## src/bia_pkg.sv

```systemverilog
package bia_pkg;

  localparam int WORD_W        = 32;
  localparam int BIT_W         = 5;
  localparam int POOL_SIZE_DEF = 4096;
  localparam int BASE_W        = 16;
  localparam int ID_W          = 17;
  localparam logic [BASE_W-1:0] BASE_RESET = 16'd300;

  typedef enum logic {
    OP_ALLOC,
    OP_RELEASE
  } op_t;

  typedef enum logic [1:0] {
    ST_OK    = 2'd0,
    ST_EMPTY = 2'd1,
    ST_RANGE = 2'd2,
    ST_FREE  = 2'd3
  } status_t;

  typedef enum logic [1:0] {
    S_CLEAR,
    S_IDLE,
    S_READ,
    S_SCAN
  } state_t;

  // Index of the lowest set bit; zero when no bit is set.
  function automatic logic [BIT_W-1:0] lowest_set(input logic [WORD_W-1:0] v);
    logic [BIT_W-1:0] idx;
    idx = '0;
    for (int i = WORD_W - 1; i >= 0; i--) begin
      if (v[i]) begin
        idx = BIT_W'(i);
      end
    end
    return idx;
  endfunction

endpackage

```

## src/bia_map_ram.sv

```systemverilog
module bia_map_ram #(
  parameter int DEPTH = bia_pkg::POOL_SIZE_DEF / bia_pkg::WORD_W,
  parameter int AW    = (DEPTH > 1) ? $clog2(DEPTH) : 1
) (
  input  logic                      clk,
  input  logic                      we,
  input  logic [AW-1:0]             waddr,
  input  logic [bia_pkg::WORD_W-1:0] wdata,
  input  logic [AW-1:0]             raddr,
  output logic [bia_pkg::WORD_W-1:0] rdata
);

  logic [bia_pkg::WORD_W-1:0] mem [DEPTH];
  logic [bia_pkg::WORD_W-1:0] rdata_r;

  always_ff @(posedge clk) begin
    if (we) begin
      mem[waddr] <= wdata;
    end
  end

  always_ff @(posedge clk) begin
    rdata_r <= mem[raddr];
  end

  assign rdata = rdata_r;

endmodule

```

## src/bitmap_id_allocator.sv

```systemverilog
// Channel   Direction  Handshake               Payload
// in        input      in_valid / in_ready     in_op, in_release_id
// out       output     out_valid / out_ready   out_status, out_granted_id
// cfg       input      cfg_valid / cfg_ready   cfg_base_id
//
// The in-use map sits in a RAM of 32-bit words. An allocate reads the words from
// word 0 upward until a free bit turns up (at most POOL_SIZE/32 words, rounded
// up); a release reads the word of its identifier, except one outside the pool.
// After reset a clearing pass writes one word a cycle, and no item is taken until
// it has cleared every word; cfg is always ready.
// While an earlier result waits for out_ready, the scan and the final step hold.
module bitmap_id_allocator #(
  parameter int POOL_SIZE = bia_pkg::POOL_SIZE_DEF
) (
  input  logic                        clk,
  input  logic                        rst_n,
  input  logic                        in_valid,
  output logic                        in_ready,
  input  logic                        in_op,
  input  logic [bia_pkg::ID_W-1:0]    in_release_id,
  output logic                        out_valid,
  input  logic                        out_ready,
  output logic [1:0]                  out_status,
  output logic [bia_pkg::ID_W-1:0]    out_granted_id,
  input  logic                        cfg_valid,
  output logic                        cfg_ready,
  input  logic [bia_pkg::BASE_W-1:0]  cfg_base_id
);

  localparam int WORD_W    = bia_pkg::WORD_W;
  localparam int BIT_W     = bia_pkg::BIT_W;
  localparam int ID_W      = bia_pkg::ID_W;
  localparam int NUM_WORDS = (POOL_SIZE + WORD_W - 1) / WORD_W;
  localparam int WA_W      = (NUM_WORDS > 1) ? $clog2(NUM_WORDS) : 1;
  localparam int LAST_WORD = NUM_WORDS - 1;
  localparam int TAIL      = POOL_SIZE - LAST_WORD * WORD_W;
  localparam logic [WORD_W-1:0] TAIL_MASK = {WORD_W{1'b1}} >> (WORD_W - TAIL);

  bia_pkg::state_t state_r, state_nxt;
  bia_pkg::op_t    op_r, op_nxt;
  logic [ID_W-1:0]             rid_r, rid_nxt;
  logic [bia_pkg::BASE_W-1:0]  base_r, base_nxt;
  logic [WA_W-1:0]             chk_r, chk_nxt;
  logic [WA_W-1:0]             clr_r, clr_nxt;

  logic                   out_valid_r, out_valid_nxt;
  bia_pkg::status_t       out_status_r, out_status_nxt;
  logic [ID_W-1:0]        out_id_r, out_id_nxt;

  logic                   ram_we;
  logic [WA_W-1:0]        ram_waddr, ram_raddr;
  logic [WORD_W-1:0]      ram_wdata, ram_rdata;

  logic                   out_free;
  logic                   emit;
  logic [ID_W:0]          diff;
  logic                   out_of_range;
  logic [WA_W-1:0]        rel_word;
  logic [BIT_W-1:0]       rel_bit;
  logic [WORD_W-1:0]      vmask;
  logic [WORD_W-1:0]      free_w;
  logic                   any_free;
  logic [BIT_W-1:0]       free_bit;
  logic                   chk_last;
  logic                   in_xfer;

  assign in_ready  = (state_r == bia_pkg::S_IDLE);
  assign in_xfer   = in_valid && in_ready;
  assign cfg_ready = 1'b1;
  assign out_free  = !out_valid_r || out_ready;

  // Slot offset of the identifier to release; a borrow means it lies below base.
  assign diff         = {1'b0, rid_r} - {2'b0, base_r};
  assign out_of_range = diff[ID_W] || (diff[ID_W-1:0] >= ID_W'(POOL_SIZE));
  assign rel_word     = diff[BIT_W +: WA_W];
  assign rel_bit      = diff[BIT_W-1:0];

  assign chk_last = (chk_r == WA_W'(LAST_WORD));
  assign vmask    = chk_last ? TAIL_MASK : {WORD_W{1'b1}};
  assign free_w   = ~ram_rdata & vmask;
  assign any_free = |free_w;
  assign free_bit = bia_pkg::lowest_set(free_w);

  bia_map_ram #(
    .DEPTH (NUM_WORDS),
    .AW    (WA_W)
  ) u_map_ram (
    .clk   (clk),
    .we    (ram_we),
    .waddr (ram_waddr),
    .wdata (ram_wdata),
    .raddr (ram_raddr),
    .rdata (ram_rdata)
  );

  // Next state.
  always_comb begin
    state_nxt = state_r;
    unique case (state_r)
      bia_pkg::S_CLEAR: begin
        if (clr_r == WA_W'(LAST_WORD)) begin
          state_nxt = bia_pkg::S_IDLE;
        end
      end
      bia_pkg::S_IDLE: begin
        if (in_xfer) begin
          state_nxt = bia_pkg::S_READ;
        end
      end
      bia_pkg::S_READ: begin
        if (op_r == bia_pkg::OP_RELEASE && out_of_range) begin
          if (out_free) begin
            state_nxt = bia_pkg::S_IDLE;
          end
        end else begin
          state_nxt = bia_pkg::S_SCAN;
        end
      end
      bia_pkg::S_SCAN: begin
        if (out_free && (op_r == bia_pkg::OP_RELEASE || any_free || chk_last)) begin
          state_nxt = bia_pkg::S_IDLE;
        end
      end
      default: state_nxt = bia_pkg::S_IDLE;
    endcase
  end

  // Datapath and memory control.
  always_comb begin
    op_nxt         = op_r;
    rid_nxt        = rid_r;
    chk_nxt        = chk_r;
    clr_nxt        = clr_r;
    ram_we         = 1'b0;
    ram_waddr      = chk_r;
    ram_wdata      = ram_rdata;
    ram_raddr      = chk_r;
    emit           = 1'b0;
    out_status_nxt = out_status_r;
    out_id_nxt     = out_id_r;
    base_nxt       = cfg_valid ? cfg_base_id : base_r;

    unique case (state_r)
      bia_pkg::S_CLEAR: begin
        ram_we    = 1'b1;
        ram_waddr = clr_r;
        ram_wdata = '0;
        clr_nxt   = clr_r + WA_W'(1);
      end
      bia_pkg::S_IDLE: begin
        if (in_xfer) begin
          op_nxt  = bia_pkg::op_t'(in_op);
          rid_nxt = in_release_id;
        end
      end
      bia_pkg::S_READ: begin
        if (op_r == bia_pkg::OP_RELEASE) begin
          if (out_of_range) begin
            if (out_free) begin
              emit           = 1'b1;
              out_status_nxt = bia_pkg::ST_RANGE;
              out_id_nxt     = '0;
            end
          end else begin
            ram_raddr = rel_word;
            chk_nxt   = rel_word;
          end
        end else begin
          ram_raddr = '0;
          chk_nxt   = '0;
        end
      end
      bia_pkg::S_SCAN: begin
        // While the result slot is busy the current word is simply read again.
        if (out_free) begin
          if (op_r == bia_pkg::OP_RELEASE) begin
            emit = 1'b1;
            out_id_nxt = '0;
            if (ram_rdata[rel_bit]) begin
              ram_we         = 1'b1;
              ram_wdata      = ram_rdata & ~(WORD_W'(1) << rel_bit);
              out_status_nxt = bia_pkg::ST_OK;
            end else begin
              out_status_nxt = bia_pkg::ST_FREE;
            end
          end else if (any_free) begin
            emit           = 1'b1;
            ram_we         = 1'b1;
            ram_wdata      = ram_rdata | (WORD_W'(1) << free_bit);
            out_status_nxt = bia_pkg::ST_OK;
            out_id_nxt     = ID_W'(base_r) + ID_W'({chk_r, free_bit});
          end else if (chk_last) begin
            emit           = 1'b1;
            out_status_nxt = bia_pkg::ST_EMPTY;
            out_id_nxt     = '0;
          end else begin
            ram_raddr = chk_r + WA_W'(1);
            chk_nxt   = chk_r + WA_W'(1);
          end
        end
      end
      default: begin
        ram_we = 1'b0;
      end
    endcase

    if (emit) begin
      out_valid_nxt = 1'b1;
    end else if (out_ready) begin
      out_valid_nxt = 1'b0;
    end else begin
      out_valid_nxt = out_valid_r;
    end
  end

  always_ff @(posedge clk) begin
    if (!rst_n) begin
      state_r     <= bia_pkg::S_CLEAR;
      clr_r       <= '0;
      chk_r       <= '0;
      op_r        <= bia_pkg::OP_ALLOC;
      base_r      <= bia_pkg::BASE_RESET;
      out_valid_r <= 1'b0;
    end else begin
      state_r     <= state_nxt;
      clr_r       <= clr_nxt;
      chk_r       <= chk_nxt;
      op_r        <= op_nxt;
      base_r      <= base_nxt;
      out_valid_r <= out_valid_nxt;
    end
  end

  always_ff @(posedge clk) begin
    rid_r        <= rid_nxt;
    out_status_r <= out_status_nxt;
    out_id_r     <= out_id_nxt;
  end

  assign out_valid      = out_valid_r;
  assign out_status     = out_status_r;
  assign out_granted_id = out_id_r;

endmodule

```

## config.mk

```make
export PLATFORM = sky130hd
export DESIGN_NAME = bitmap_id_allocator
export DESIGN_NICKNAME = d
export VERILOG_FILES = /design/src/bia_pkg.sv /design/src/bia_map_ram.sv /design/src/bitmap_id_allocator.sv
export SDC_FILE = /design/constraint.sdc
export NUM_CORES = 2
export LEC_CHECK = 0
export BUFFER_PORTS_ARGS = -buffer_cell sky130_fd_sc_hd__buf_2
export CORE_AREA = 2 2 651 653
export DETAILED_ROUTE_END_ITERATION = 8
export DIE_AREA = 0 0 653 655
export PLACE_DENSITY = 0.54
export SLEW_MARGIN = 20
export SYNTH_ARGS = -nofsm -noshare
export SYNTH_HDL_FRONTEND = slang
export SYNTH_SLANG_ARGS = --single-unit
```

## constraint.sdc

```tcl
create_clock -name clk -period 10.8 [get_ports clk]
set_clock_uncertainty 0.2 [all_clocks]
set_input_delay 0.54 -clock clk [delete_from_list [all_inputs] [get_ports clk]]
set_output_delay 0.54 -clock clk [all_outputs]
set_load 0.005 [all_outputs]
```

Yosys cells after proc, flatten, opt, wreduce, memory -nomap -nowiden
Memories as Yosys holds them, arrays and structs flattened. A register that Yosys moved wholly into a read port is not among the register bits. Index checks and enable logic that the tools add are counted.

Output and inout port bits: 22. Memory bits (read-only): 0. Bits in writable memories: 4096. Flip-flop bits (word level): 70. Memories: 1. Bits in latches: 0.

Memories: u_map_ram.mem (depth 128, bits a word 32, rd ports 1, clocked after memory_dff 1, wr ports 1, line bia_map_ram.sv:13) `logic [bia_pkg::WORD_W-1:0] mem [DEPTH];`.

Divide/modulo/power cells: 0. Multipliers: 0. Multiplexer cells: 87. $add $sub $neg: 4. Reductions and logical operators: 15. Magnitude comparators: 2. Shift operators: 2. Bitwise operators: 4. Equality and inequality tests: 14.

Operator list (number): 5-bit two-way mux (32); 32-bit two-way mux (4); 17-bit two-way mux (7); 32-bit NOT (2); 32-bit one-hot mux with 2 select lines (1); 1-bit by 5-bit left shift with 32-bit output, first input constant (2); 7-bit two-way mux (7); 17-bit one-hot mux with 2 select lines (1); 32-bit bitwise AND (1); 32-bit bitwise OR (1); 32-bit OR reduction (1); 2-bit two-way mux (13); 17-bit by 16-bit subtractor with 18-bit output (1); 16-bit by 12-bit adder with 17-bit output (1); 17-bit by 13-bit >= comparator with 1-bit output, second input constant (1); 1-bit two-way mux (16); 7-bit by 1-bit adder with 7-bit output, second input constant (2); 7-bit equality test, second input constant (2); 7-bit one-hot mux with 2 select lines (1); 2-bit != test, second input constant (6); 2-bit one-hot mux with 4 select lines (1); 5-bit by 6-bit < comparator with 1-bit output, second input constant (1); 6-bit AND reduction (1); 1-bit binary-select mux with 5-bit select (1); 14 further kinds (22).

Longest topological paths before layout
Word-level depth: 39. Mapped depth: 27.

Hierarchy
From an unflattened synthesis, not the netlist that was laid out.

Cells, all modules: 6702. Area total of the unflattened synthesis: 162156.8 sq um.

By module, submodules not included: bia_map_ram (times used 1, seq. area each 123638.6 sq um, area an instance 156276.1 sq um, cells each 5990); bitmap_id_allocator (times used 1, seq. area each 1761.7 sq um, area an instance 5880.6 sq um, cells each 712).

Worst setup path after synthesis
No wires, ideal clock.

Path kind: register -> register. From: register u_map_ram.rdata_r, in the netlist u_map_ram.rdata[31], read port of u_map_ram.mem. To: memory u_map_ram.mem[0][28] (netlist bit) (data pin). Arrival: 9.176 ns. Data required time: 9.012 ns. Clock period less this slack: 10.964 ns. Stages on the path, launching flop included: 14. Path slack: -0.164 ns. Path through: dfxtp_1 -> nand2b_1 -> a21boi_0 -> o21ai_0 -> a21boi_0 -> o21ai_0 -> a21boi_0 -> o21ai_0 -> a21boi_0 -> o21a_1 -> o21ai_0 -> a31o_2 -> nand2_1 -> o41ai_1.

Word-level cells in the longest chain between the ends: 39.

Ends and longest elaborated chain: start: declaration (line bia_map_ram.sv:14) `logic [bia_pkg::WORD_W-1:0] rdata_r;`; 32-bit NOT (line bitmap_id_allocator.sv:80) `assign free_w = ~ram_rdata & vmask;`; 5-bit two-way mux (32 in a row) (line bia_pkg.sv:34) `if (v[i]) begin`; 1-bit by 5-bit left shift with 32-bit output (line bitmap_id_allocator.sv:189) `ram_wdata = ram_rdata | (WORD_W'(1) << free_bit);`; 32-bit bitwise OR (line bitmap_id_allocator.sv:189); 32-bit two-way mux (line bitmap_id_allocator.sv:186) `end else if (any_free) begin`; 32-bit two-way mux * (line bitmap_id_allocator.sv:176) `if (op_r == bia_pkg::OP_RELEASE) begin`; 32-bit two-way mux * (line bitmap_id_allocator.sv:175) `if (out_free) begin`; 32-bit one-hot mux with 2 select lines * (line bitmap_id_allocator.sv:143) `unique case (state_r)`; net ram_wdata[28] (line bitmap_id_allocator.sv:52) `logic [WORD_W-1:0] ram_wdata, ram_rdata;`; end: declaration (line bia_map_ram.sv:13).

The timed path passes the listed nets; every way through them passes the cells marked *. The select of a mux whose other input is x is not followed.

Worst setup path in the final report
From: register rid_r[0]. To: register u_map_ram.rdata_r, in the netlist u_map_ram.rdata[26], read port of u_map_ram.mem.

Word-level cells in the longest chain between the ends: 6.

Ends and longest elaborated chain: start: declaration (line bitmap_id_allocator.sv:41) `logic [ID_W-1:0] rid_r, rid_nxt;`; start signal: assignment (line bitmap_id_allocator.sv:235) `rid_r <= rid_nxt;`; 17-bit by 16-bit subtractor with 18-bit output * (line bitmap_id_allocator.sv:73) `assign diff = {1'b0, rid_r} - {2'b0, base_r};`; 17-bit by 13-bit >= comparator with 1-bit output (line bitmap_id_allocator.sv:74) `assign out_of_range = diff[ID_W] || (diff[ID_W-1:0] >= ID_W'(POOL_SIZE));`; 1-bit logical OR (line bitmap_id_allocator.sv:74); 7-bit two-way mux * (2 in a row); 7-bit one-hot mux with 2 select lines * (line bitmap_id_allocator.sv:143).

Every way passes the cells marked *; elsewhere a longest branch is shown, timed or not. A chain may end at the register's enable or synchronous reset.

==> flow_summary.ini <==
[logic_synthesis]
ys_ff_latch = 4198
async_flop_share_pct = 0
synth_edf_count = 4132
syn_area_mm2 = 0.168
synthFlopType = edfxtp_1
synth_cell_types = 78
syn_inst = 12000
yosysSeqAreaShare_pct = 74.7
ys_warn_count = 0
syn-num-nets = 12100
synth.avg_cell_area_um2 = 14.0

[flow_run]
maxCapViolCount = 0

[worst_setup_path]
worst-path-buf-inv = 3
path_delay_family = compound AO/OA/AOI/OAI gates
cpPeakStageDelay_ns = 0.88
critPathCaptureType = flop
path_cells = inv_1 > ha_1 > fa_1 > nor2b_1 > o31ai_1 > a21oi_1 > a211o_1 > o2111ai_1 > o211ai_1 > o311a_4 > buf_4 > buf_4 > nand2_1 > nand3_1 > a32oi_1 > nand3_1 > nand4_1 > nor4_1
worst-path-max-fanout = 79
critical_path_required_ns = 11.46
worstPathArrival_ns = 8.22
cp_slowest_cell = buf_4
crit_path_start_kind = flop
critPathKind = flop to flop
r2r_slack_ns = 3.24

[cells_and_area]
syn_to_final_growth_pct = 13.7
drive_above_1_share_pct = 10.5
nFillCells = 36900
finalNetCount = 12300
fin_cells = 18100
utilization_pct = 45.3

[routing]
antenna_left = 0
drt_pass1_iterations = 8
drtIter0Drc = 13400
vias = 106000
vias_per_cell = 5.85
wl_per_cell_um = 30.3
routed_wl_mm = 549
drc = 3

[timing]
setup_violations = 0
fmax_mhz = 132
tightest_slew_ns = 1.26
rsz0062_at_grt = no
final_hold_viol_count = 0
final_max_slew_viol_count = 0
final.min_clock_period_ns = 7.56
finalWorstSetupSlack_ns = 3.24
finalCritPeriodShare_pct = 70.0
max_slew_margin_pct = 16.2
tns_ns = 0

[placement]
numPortBuffers = 59
dp_hpwl_mm = 313
gp_congestion = 0.938
pre_cts_ws_ns = 3.50
dp.cells = 17200

[worst_hold_path]
worst_hold_path_type = primary input to flop

[power]
total_power_uw = 34600
irDropWorstVdd_mv = 0.140
powerDensity_mw_per_mm2 = 181
p_leak_uw = 0.0638

[global_route]
first_global_vias = 101000
met3_usage_pct = 4.79
grt_use_met1_pct = 33.0
track_usage_pct = 25.0
use_met2_pct = 39.6
grt_max_degree = 172
top_usage_layer = met2
antenna_found_initial = 34
grt_pass1_wl_mm = 767
grt.overflow.total = 0

[clocking]
cts_made_buffers = 429
cts.reportedPaths.clkPinSlew_ns = 0.06
cts.sinks = 4198
cts-root-buf = clkbuf_16
cts.path.max_buffers = 4
clkLatencyLatePin_ns = 1.03
cts_tree = yes
h-tree-depth = 5

[floorplan]
die_h_um = 655
coreArea_mm2 = 0.422
ios = 61
num_rows = 239
fp.dieArea_mm2 = 0.428
die_w_um = 653
start_util_pct = 39.8

[outcome]
status = finished, violations left
violations = DRC
-- layer usage --
metal,wire [um],up-vias
li1,-,45400
met1,217000,54400
met2,253000,5024
met3,47900,1108
met4,31000,16
met5,115,-
-- stage by stage --
step | cell area, um^2 | hold WS (ns)
floorplan | 168000 | 0.278
global placement | 176000 | 0.307
detailed placement | 177000 | 0.307
CTS | 191000 | 0.0233
global route | 191000 | 0.0674
finish | 191000 | 0.0761
-- report_power, final --
group	total (uW)	switching [uW]	internal (uW)
combinational	1640	1330	312
clock	14500	6320	8140
sequential	18500	199	18300
-- what timing repair did --
action / CTS / global route
endpoints found under the setup margin: 0 / 0
hold buffers: 70 / 0
gates resized for setup: 0 / 0
buffers inserted: 0 / 0
hold endpoints to repair: 51 / 0
-- synthesized netlist by cell type, types with 4 or more instances --
cell,instances,area (um^2)
o21ai_0,89,445
a32oi_1,127,1110
edfxtp_1,4132,124000
inv_1,44,165
nor4_1,127,795
a21boi_0,39,293
nor2b_1,22,138
buf_6,5,56.3
clkbuf_1,357,1340
buf_4,35,263
a22oi_1,4,30.0
o32ai_1,8,70.1
mux2i_1,745,7460
a221oi_1,36,315
a21oi_1,210,1050
a211oi_1,10,75.1
and3_1,74,463
nor3_1,496,2480
buf_2,297,1490
o21a_1,7,52.6
nor2_1,231,867
a211o_1,6,52.6
a21o_1,5,37.5
buf_1,69,259
or2_2,7,43.8
xnor2_1,27,236
a2111oi_0,34,298
dfxtp_1,66,1320
xor2_1,6,52.6
ha_1,34,425
a31o_2,4,35.0
o211ai_1,14,105
o31ai_1,44,330
nand4_1,214,1340
o21bai_1,5,37.5
nand2b_1,16,100
a21boi_1,30,225
or3_1,10,62.6
nand2_1,2757,10300
a31oi_1,8,50.1
nand3_1,1431,7160
mux4_2,75,1690
and2_1,18,113
-- registers in the layout (all words and copies together), names as in the netlist --
| name | count |
|---|---|
| u_map_ram.rdata | 32 |
| rid_r | 17 |
| out_status | 2 |
| base_r | 16 |
| clr_r | 7 |
| out_valid | 1 |
| u_map_ram.mem | 4096 |
| op_r | 1 |
| state_r | 2 |
| out_granted_id | 17 |
| chk_r | 7 |
-- worst paths after layout --
path         cells after the start        startpoint                   to
max reg2reg                     18          rid_r[0]  u_map_ram.rdata[26]
max                             18          rid_r[0]  u_map_ram.rdata[26]
min reg2reg                      2          clr_r[1]             clr_r[1]
min                              2  in_release_id[2]             rid_r[2]
-- layout make-up --
cell class | count | area (um^2) | share of cell area, %
tap | 5543 | 6940 | 3.63
inverter | 45 | 169 | 0.0885
clock buffer | 564 | 11500 | 6.04
sequential | 4198 | 125000 | 65.7
clock inverter | 231 | 2020 | 1.06
multi-input combinational | 7024 | 40600 | 21.2
antenna | 8 | 20.0 | 0.0105
timing repair buffer | 492 | 4310 | 2.26
-- cell families (layout without fill, tap and decap cells) --
group	count (synthesis)	after routing	share of synthesized area, %
compound gates	713	713	2.93
xor+xnor	33	33	0.172
simple gates	5417	5417	14.3
flops	4198	4198	74.7
other cells	1	9	0.00223
mux	822	822	5.46
fa+ha+maj	38	38	0.289
buf+inv	810	1332	2.14
-- cell usage in the layout, fill, tap and decap left out, types with 99 or more instances in the layout --
cell type     n
nand2_1    2746
mux2i_1     745
a32oi_1     127
a21oi_1     204
nand3_1    1428
nor3_1      488
nand4_1     214
buf_4       319
clkbuf_16   434
clkinv_1     99
nor2_4      151
clkbuf_1    111
nor4_1      124
edfxtp_1   4132
Note: power is estimated with default switching activity, not from simulation.
